<file path="src/hw/rtl/usd_pkg.sv">
`timescale 1ns / 1ps

package usd_pkg;

  localparam int unsigned ByteW   = 8;
  localparam int unsigned CpW     = 21;
  localparam int unsigned RunCntW = 3;   // up to four results per byte

  localparam logic [ByteW-1:0] ContMask  = 8'hC0;
  localparam logic [ByteW-1:0] ContCode  = 8'h80;
  localparam logic [ByteW-1:0] Lead2Mask = 8'hE0;
  localparam logic [ByteW-1:0] Lead2Code = 8'hC0;
  localparam logic [ByteW-1:0] Lead3Mask = 8'hF0;
  localparam logic [ByteW-1:0] Lead3Code = 8'hE0;
  localparam logic [ByteW-1:0] Lead4Mask = 8'hF8;
  localparam logic [ByteW-1:0] Lead4Code = 8'hF0;
  localparam logic [ByteW-1:0] AsciiMask = 8'h80;
  localparam logic [ByteW-1:0] ContBits  = 8'h3F;
  localparam logic [ByteW-1:0] Lead2Bits = 8'h1F;
  localparam logic [ByteW-1:0] Lead3Bits = 8'h0F;
  localparam logic [ByteW-1:0] Lead4Bits = 8'h07;

  // one byte's results: cnt-1 invalid zeros, then one final result
  typedef struct packed {
    logic [RunCntW-1:0] cnt;
    logic [CpW-1:0]     last_cp;
    logic               last_inv;
  } run_desc_t;

endpackage

</file>
<file path="src/hw/rtl/usd_decode.sv">
`timescale 1ns / 1ps

module usd_decode import usd_pkg::*; (
  input  logic             clk_i,
  input  logic             rst_ni,
  input  logic             take_i,
  input  logic [ByteW-1:0] text_byte_i,
  input  logic             end_of_text_i,
  output run_desc_t        desc_o
);

  logic [CpW-1:0] pv_q, pv_d;
  logic [1:0]     need_q, need_d;
  logic [1:0]     held_q, held_d;

  logic           pending;
  logic           is_cont;
  logic [CpW-1:0] pv_shift;
  logic [1:0]     held_inc;
  logic [RunCntW-1:0] flush_cnt;

  assign pending  = (need_q != 2'd0);
  assign is_cont  = ((text_byte_i & ContMask) == ContCode);
  assign pv_shift = {pv_q[CpW-7:0], text_byte_i[5:0]};
  assign held_inc = held_q + 2'd1;

  always_comb begin
    pv_d           = pv_q;
    need_d         = need_q;
    held_d         = held_q;
    desc_o.cnt     = '0;
    desc_o.last_cp = '0;
    desc_o.last_inv = 1'b1;
    flush_cnt      = '0;
    if (pending && is_cont) begin
      if (need_q == 2'd1) begin
        desc_o.cnt      = RunCntW'(1);
        desc_o.last_cp  = pv_shift;
        desc_o.last_inv = 1'b0;
        pv_d   = '0;
        need_d = 2'd0;
        held_d = 2'd0;
      end else if (end_of_text_i) begin
        // truncated: lead, every held continuation and this continuation
        desc_o.cnt = RunCntW'(2) + RunCntW'(held_q);
        pv_d   = '0;
        need_d = 2'd0;
        held_d = 2'd0;
      end else begin
        pv_d   = pv_shift;
        need_d = need_q - 2'd1;
        held_d = held_inc;
      end
    end else begin
      if (pending) begin
        flush_cnt = RunCntW'(1) + RunCntW'(held_q);
      end
      pv_d   = '0;
      need_d = 2'd0;
      held_d = 2'd0;
      desc_o.cnt = flush_cnt;
      if ((text_byte_i & AsciiMask) == '0) begin
        desc_o.cnt      = flush_cnt + RunCntW'(1);
        desc_o.last_cp  = CpW'(text_byte_i);
        desc_o.last_inv = 1'b0;
      end else if ((text_byte_i & Lead2Mask) == Lead2Code ||
                   (text_byte_i & Lead3Mask) == Lead3Code ||
                   (text_byte_i & Lead4Mask) == Lead4Code) begin
        if (end_of_text_i) begin
          desc_o.cnt = flush_cnt + RunCntW'(1);
        end else if ((text_byte_i & Lead2Mask) == Lead2Code) begin
          pv_d   = CpW'(text_byte_i & Lead2Bits);
          need_d = 2'd1;
        end else if ((text_byte_i & Lead3Mask) == Lead3Code) begin
          pv_d   = CpW'(text_byte_i & Lead3Bits);
          need_d = 2'd2;
        end else begin
          pv_d   = CpW'(text_byte_i & Lead4Bits);
          need_d = 2'd3;
        end
      end else begin
        // stray continuation or F8-FF
        desc_o.cnt = flush_cnt + RunCntW'(1);
      end
    end
  end

  always_ff @(posedge clk_i or negedge rst_ni) begin
    if (!rst_ni) begin
      pv_q   <= '0;
      need_q <= 2'd0;
      held_q <= 2'd0;
    end else if (take_i) begin
      pv_q   <= pv_d;
      need_q <= need_d;
      held_q <= held_d;
    end
  end

  // held continuations never exceed what the lead asked for
  assert property (@(posedge clk_i) disable iff (!rst_ni)
    (need_q == 2'd0) |-> (held_q == 2'd0))
    else $error("held continuations with no sequence pending");

  assert property (@(posedge clk_i) disable iff (!rst_ni)
    ({1'b0, need_q} + {1'b0, held_q}) <= 3'd3)
    else $error("sequence longer than four bytes");

endmodule

</file>
<file path="src/hw/rtl/utf8_stream_decoder.sv">
`timescale 1ns / 1ps

// UTF-8 byte stream to code point decoder.
// Input channel: in_valid_i/in_ready_o carry text_byte_i and end_of_text_i,
// one byte per transaction. Output channel: out_valid_o/out_ready_i carry
// code_point_o, invalid_o and run_last_o, one result per transaction.
// A byte yields zero to four results; run_last_o marks the last result of a
// byte. Lead bytes of a multi-byte form yield nothing until the sequence
// completes or breaks; a broken or truncated sequence gives one invalid zero
// for the lead and for each held continuation before the breaking byte is
// decoded on its own.
// The first result of a byte is offered the cycle after the byte is taken if
// the output slot is free. Throughput: one byte per cycle while each byte
// yields at most one result and out_ready_i stays high.
// A two-entry run queue (one active run plus one waiting) sits between the
// decoder and the output, so a byte is taken while a result still waits.
// When the receiver stalls the queue fills and in_ready_o drops.
// Reset clears the pending sequence and empties the queue.
module utf8_stream_decoder import usd_pkg::*; (
  input  logic             clk_i,
  input  logic             rst_ni,
  input  logic             in_valid_i,
  output logic             in_ready_o,
  input  logic [ByteW-1:0] text_byte_i,
  input  logic             end_of_text_i,
  output logic             out_valid_o,
  input  logic             out_ready_i,
  output logic [CpW-1:0]   code_point_o,
  output logic             invalid_o,
  output logic             run_last_o
);

  run_desc_t new_desc;
  logic      take;
  logic      pop;
  logic      head_free;
  logic      new_nonzero;

  logic [RunCntW-1:0] h_rem_q, h_rem_d;
  logic [CpW-1:0]     h_cp_q, h_cp_d;
  logic               h_inv_q, h_inv_d;
  logic               t_valid_q, t_valid_d;
  run_desc_t          t_desc_q, t_desc_d;

  assign in_ready_o = !t_valid_q;
  assign take       = in_valid_i && in_ready_o;

  usd_decode u_decode (
    .clk_i         (clk_i),
    .rst_ni        (rst_ni),
    .take_i        (take),
    .text_byte_i   (text_byte_i),
    .end_of_text_i (end_of_text_i),
    .desc_o        (new_desc)
  );

  assign new_nonzero = take && (new_desc.cnt != '0);

  assign out_valid_o  = (h_rem_q != '0);
  assign run_last_o   = (h_rem_q == RunCntW'(1));
  assign code_point_o = run_last_o ? h_cp_q : '0;
  assign invalid_o    = run_last_o ? h_inv_q : 1'b1;

  assign pop       = out_valid_o && out_ready_i;
  assign head_free = !out_valid_o || (pop && run_last_o);

  always_comb begin
    h_rem_d   = h_rem_q;
    h_cp_d    = h_cp_q;
    h_inv_d   = h_inv_q;
    t_valid_d = t_valid_q;
    t_desc_d  = t_desc_q;
    if (head_free) begin
      if (t_valid_q) begin
        h_rem_d   = t_desc_q.cnt;
        h_cp_d    = t_desc_q.last_cp;
        h_inv_d   = t_desc_q.last_inv;
        t_valid_d = 1'b0;
      end else if (new_nonzero) begin
        h_rem_d = new_desc.cnt;
        h_cp_d  = new_desc.last_cp;
        h_inv_d = new_desc.last_inv;
      end else begin
        h_rem_d = '0;
      end
    end else if (pop) begin
      h_rem_d = h_rem_q - RunCntW'(1);
    end
    // the tail only takes a run that cannot go straight to the head
    if (new_nonzero && (!head_free || t_valid_q)) begin
      t_valid_d = 1'b1;
      t_desc_d  = new_desc;
    end
  end

  always_ff @(posedge clk_i or negedge rst_ni) begin
    if (!rst_ni) begin
      h_rem_q   <= '0;
      t_valid_q <= 1'b0;
    end else begin
      h_rem_q   <= h_rem_d;
      t_valid_q <= t_valid_d;
    end
  end

  always_ff @(posedge clk_i) begin
    h_cp_q   <= h_cp_d;
    h_inv_q  <= h_inv_d;
    t_desc_q <= t_desc_d;
  end

  assert property (@(posedge clk_i) disable iff (!rst_ni)
    t_valid_q |-> (h_rem_q != '0))
    else $error("waiting run with an empty output slot");

  assert property (@(posedge clk_i) disable iff (!rst_ni)
    h_rem_q <= RunCntW'(4))
    else $error("run longer than four results");

  assert property (@(posedge clk_i) disable iff (!rst_ni)
    (pop && !run_last_o) |=> (h_rem_q == $past(h_rem_q) - RunCntW'(1)))
    else $error("run count did not step down on a taken result");

  assert property (@(posedge clk_i) disable iff (!rst_ni)
    (out_valid_o && !run_last_o) |-> (invalid_o && (code_point_o == '0)))
    else $error("non-final result of a run is not an invalid zero");

endmodule

</file>
<file path="config.mk">
export PLATFORM = sky130hd
export DESIGN_NAME = utf8_stream_decoder
export DESIGN_NICKNAME = d
export VERILOG_FILES = /design/src/hw/rtl/usd_pkg.sv /design/src/hw/rtl/usd_decode.sv /design/src/hw/rtl/utf8_stream_decoder.sv
export SDC_FILE = /design/constraint.sdc
export NUM_CORES = 1
export LEC_CHECK = 0
export BUFFER_PORTS_ARGS = -buffer_cell sky130_fd_sc_hd__buf_4
export CAP_MARGIN = 20
export CORE_UTILIZATION = 60
export CTS_BUF_LIST = sky130_fd_sc_hd__clkbuf_2 sky130_fd_sc_hd__clkbuf_4 sky130_fd_sc_hd__clkbuf_8
export CTS_CLUSTER_DIAMETER = 100
export DETAILED_ROUTE_END_ITERATION = 16
export HOLD_SLACK_MARGIN = 0.08
export MAX_ROUTING_LAYER = met4
export PLACE_DENSITY = 0.81
export SYNTH_ARGS = -nofsm -noshare
export SYNTH_HDL_FRONTEND = slang
export SYNTH_SLANG_ARGS = --single-unit
</file>
<file path="constraint.sdc">
create_clock -name clk_i -period 5.19 [get_ports clk_i]
set_input_delay 0.519 -clock clk_i [delete_from_list [all_inputs] [get_ports clk_i]]
set_output_delay 0.519 -clock clk_i [all_outputs]
set_load 0.02 [all_outputs]
</file>
# --- Word-level counts from Yosys, hierarchy flattened ---
# Index checks and enable logic that the tools add are counted.
word_totals:
  register_bits: 70
  in_bits: 13
  out_inout_bits: 25
op_classes:
  add_sub_neg: 6
  eq_ne: 6
  n_mux: 41
  reduce_logical: 21
ops:
  columns: ["op", "n"]
  rows:
  - ["2-to-1 mux 15 bit", 7]
  - ["2-to-1 mux 21 bit", 3]
  - ["2-to-1 mux 3 bit", 11]
  - ["2-to-1 mux 25 bit", 1]
  - ["2-to-1 mux 22 bit", 1]
  - ["2-to-1 mux 2 bit", 10]
  - ["2-to-1 mux 9 bit", 1]
  - ["logical NOT 8 bit", 1]
  - ["nonzero test 2 bit", 4]
  - ["logical AND 1 bit", 6]
  - ["2-to-1 mux 1 bit", 6]
  - ["nonzero test 3 bit", 2]
  - ["== test 5 bit, second input constant", 1]
  - ["== test 4 bit, second input constant", 1]
  - ["logical OR 1 bit", 4]
  - ["2-to-1 mux 4 bit", 1]
  - ["adder 1 x 2 -> 3 bit, first input constant", 1]
  - ["adder 2 x 2 -> 3 bit, first input constant", 1]
  - ["adder 3 x 1 -> 3 bit, second input constant", 1]
  - ["== test 3 x 1 -> 1 bit, second input constant", 1]
  - ["== test 3 bit, second input constant", 1]
  - ["logical NOT 1 bit", 3]
  - ["subtractor 3 x 1 -> 3 bit, second input constant", 1]
  - ["adder 2 x 1 -> 2 bit, second input constant", 1]
  - ["4 further kinds", 4]

# --- Logic depth before layout (Yosys ltp) ---
logic_depth:
  word_depth: 13
  mapped_depth: 7
  ltp_nobuf: 7

# --- Modules after synthesis ---
# A second synthesis with hierarchy kept.
hier_totals:
  hier_cells: 273
  area_unflattened_um2: 3323.2
modules_own_cells:
  columns: ["module", "instances", "cells_per_inst", "area_per_inst_um2"]
  rows:
  - ["utf8_stream_decoder", 1, 136, 2183.3]
  - ["usd_decode", 1, 137, 1139.8]

# --- Worst setup path before layout ---
# OpenSTA, ideal clock, no wires.
synth_timing:
  kind: "register to register"
  start: "register u_decode.need_q[0]"
  end: "register t_desc_q[0] in the netlist's numbering (enable)"
  setup_ns: 0.446
  t_arrival_ns: 3.444
  required_ns: 4.744
  slack_ns: 1.300
  path_stages_with_launch: 8
  n_path_buf: 0
  synth_period_minus_slack_ns: 3.890
  path_cell_list: "dfrtp_1 -> inv_1 -> ha_1 -> or3b_1 -> o211ai_1 -> o211a_1 -> a211oi_2 -> a211oi_1"
synth_lines:
  columns: ["item", "line", "source"]
  rows:
  - ["start, declared", "usd_decode.sv:13", "logic [1:0] need_q, need_d;"]
  - ["start signal, assigned", "usd_decode.sv:95", "need_q <= need_d;"]
  - ["end signal, assigned", "utf8_stream_decoder.sv:109", "t_desc_q <= t_desc_d;"]
  - ["end, declared", "utf8_stream_decoder.sv:43", "run_desc_t t_desc_q, t_desc_d;"]

# --- Worst setup path after layout ---
layout_timing:
  start: "register t_valid_q"
  end: "register t_desc_q[2] in the netlist's numbering (enable)"
layout_via:
  elab_chain_cells: 4
  word_cells_on_any_way: 5
  cone_classes: "reduce/logical: 5"
layout_rtl:
  columns: ["item", "line", "source"]
  rows:
  - ["start, declared", "utf8_stream_decoder.sv:42", "logic t_valid_q, t_valid_d;"]
  - ["start signal, assigned", "utf8_stream_decoder.sv:102", "t_valid_q <= t_valid_d;"]
  - ["logical NOT 1 bit", "utf8_stream_decoder.sv:45", "assign in_ready_o = !t_valid_q;"]
  - ["logical AND 1 bit", "utf8_stream_decoder.sv:46", "assign take = in_valid_i && in_ready_o;"]
  - ["logical AND 1 bit", "utf8_stream_decoder.sv:57", "assign new_nonzero = take && (new_desc.cnt != '0);"]
  - ["logical AND 1 bit (*)", "utf8_stream_decoder.sv:90", "if (new_nonzero && (!head_free || t_valid_q)) begin"]
# Mark *: on every way between the ends. The rest lies on a longest branch, timed or not.
# A chain may end at the register's enable or synchronous reset.

==> out/metrics.cfg <==
[clock_tree]
clk_transition_reported_paths_ns=0.07
clkSinkCount=70
clock_latency_ns=0.34
cts_buffer_depth=2
cts_tree=done
postCtsResizedCells=0
post_cts_buffers=0
htree_levels=3
cts_inserted_buffers=9
clockRootBuffer=clkbuf_8

[floorplanning]
core-area_um2=5205
row_count=26
die_h_um=76.17
ios=38
initial_core_util_pct=63.41
die_x_um=76.17
dieArea_um2=5802

[synth]
syn_area_per_cell_um2=12.79
syn-num-nets=278
synth_common_cells=edfxtp_1 (47), and2_1 (29), dfrtp_1 (23)
ys_ff_latch=70
synth.distinct_cells=44
synth_edf_count=47
ys.flop_type=edfxtp_1
netlist_instances=258
synthArstFlopShare_pct=32.86
yosysMostFrequentCell=edfxtp_1
seq_area_frac_synth_pct=60.20
synth_top_area_cell=edfxtp_1
synthDominantCellAreaShare_pct=42.76
netlist_area_um2=3301
synth_warnings=0
synthTopCellsByArea=edfxtp_1 (43%), dfrtp_1 (17%), mux2_2 (7.2%)

[global_routing]
grt_overflow=0
grt_pass1_vias=2197
antenna_found_initial=0
grt_max_degree=29
grt_pass1_wl_um=10760
grt.total_usage_pct=25.16

[power]
power_density_nw_per_um2=456.7
p_leak_nw=1.640
power_mw=1.777
ir_drop_mv=0.3346

[placed_design]
placed_cells=360
hpwl_um=4295
placed_area_um2=3691
place.gp.congestion=0.8526
io_buffer_count=37

[sta]
tns_ns=0
drv_slew=0
layout_min_cycle_time_ns=3.236
max_slew_margin_pct=34.96
rsz0062_at_grt=no
clock_skew_ns=0.005632
fin_crit_sh_pct=62.36
hold_viol=0
clock.fmax_ghz=0.3090
tightest_slew_ns=0.9733
finalSetupViolCount=0

[layout]
drive_gt1_share_pct=28.34
stdcell_count=377
area_delta_synth_final_pct=17.85
final_area_um2=3890
diodes=0
nets=322

[worst_hold_path]
hold_start=text_byte_i[0]
hp-class=in -> reg
hold_end=u_decode.pv_q[0]$_DFFE_PN0P_
holdPathStages=2

[worst_setup_path]
ff2ff_setup_slack_ns=1.95
crit_fanout=28
start_kind=flip-flop
r2r_cells=5
r2r_end=t_desc_q[2]$_DFFE_PP_
end_kind=flip-flop
critPathArrivalTime_ns=3.30
critical_path_class=reg -> reg
reg2reg_from=t_valid_q$_DFFE_PN0P_
worstPathRequired_ns=5.26

[routing]
wirelength_um=6198
drt_drc_violations_left=0
routedWlPerCell_um=16.44
vias=2169
dr.pass1.iters=4
via_per_inst=5.753
ant_nets=0
drt_iter0_markers=140

[outcome]
outcome=finished clean

[run]
maxCapViolCount=0

[state kept, by name, summed over array words and instances (netlist names)]
| register | count |
|---|---|
| h_cp_q | 21 |
| h_inv_q | 1 |
| h_rem_q | 3 |
| t_desc_q | 25 |
| t_valid_q | 1 |
| u_decode.held_q | 2 |
| u_decode.need_q | 2 |
| u_decode.pv_q | 15 |
[worst max-delay path, stage by stage (launching register included)]
cell      delay, ns
dfrtp_1        0.47
clkinv_1       0.48
nand2_1        0.73
a211oi_4       0.92
buf_8          0.24
buf_4          0.12
[layout by cell type (no fill, tap or decap), types with 2 or more instances in the layout]
cell type  count
inv_1         12
and3_1        15
nor3_1         3
nor2_1         9
ha_1           7
mux2_2        21
edfxtp_1      47
nor2b_1        2
nand2_1       11
clkinv_2       3
clkinv_1       2
clkbuf_8       9
buf_4         42
a21oi_1        5
a31oi_1        2
a22o_1        16
and2_1        29
nand2b_1       3
o21ai_0       12
a32o_1         2
o31ai_1        2
dfrtp_1       23
[kinds of logic after synthesis]
group | synth area share [%]
xor+xnor | 0.5308
fa+ha+maj | 2.653
simple gates | 14.78
compound gates | 11.56
buf+inv | 2.805
mux | 7.468
flops | 60.20
[layout make-up]
| type | count | area [um^2] |
|---|---|---|
| clock buffers | 9 | 123.9 |
| clock inverters | 7 | 65.06 |
| fillers | 359 | 1315 |
| inverters | 13 | 48.80 |
| multi-input cells | 164 | 1237 |
| flip-flops and latches | 70 | 1987 |
| well taps | 70 | 87.58 |
| repair buffers | 44 | 340.3 |
[timing repair]
action,CTS,global route
hold endpoints to repair,23,0
hold buffers,1,0
setup endpoints to repair,0,0
[per-stage QoR]
| step | hold slack, ns | utilization (%) | setup WS, ns |
|---|---|---|---|
| after global placement | 0.4300 | 70.63 | 1.813 |
| after global routing | 0.4187 | 74.74 | 1.717 |
| final | 0.4105 | 74.74 | 1.954 |
| after detailed placement | 0.4313 | 70.91 | 1.945 |
| after floorplan | 0.2234 | - | 1.300 |
| after CTS | 0.3985 | 74.74 | 1.938 |
[worst max path at each step]
stage / startpoint / to / slack (ns) / depth (start not counted)
2_1_floorplan: u_decode.need_q[0]$_DFFE_PN0P_ / t_desc_q[0]$_DFFE_PP_ / 1.30 / 7
3_5_place_dp: t_valid_q$_DFFE_PN0P_ / t_desc_q[2]$_DFFE_PP_ / 1.95 / 5
4_1_cts: t_valid_q$_DFFE_PN0P_ / t_desc_q[2]$_DFFE_PP_ / 1.94 / 5
3_3_place_gp: t_valid_q$_DFFE_PN0P_ / t_desc_q[2]$_DFFE_PP_ / 1.81 / 4
6_report: t_valid_q$_DFFE_PN0P_ / t_desc_q[2]$_DFFE_PP_ / 1.95 / 5
5_1_grt: t_valid_q$_DFFE_PN0P_ / t_desc_q[2]$_DFFE_PP_ / 1.72 / 5
[layer usage]
layer	vias up	routed length [um]	global-route usage [%]
met5	-	0	-
met4	0	82	9.808
met3	8	265	4.671
met2	59	3016	40.73
met1	1059	2832	31.76
li1	1043	-	-
[report_power, final]
group | total [mW] | switching, mW | internal [mW]
Sequential | 0.786 | 0.0458 | 0.740
Clock | 0.419 | 0.201 | 0.218
Combinational | 0.571 | 0.335 | 0.237
Note: power is estimated with default switching activity, not from simulation.
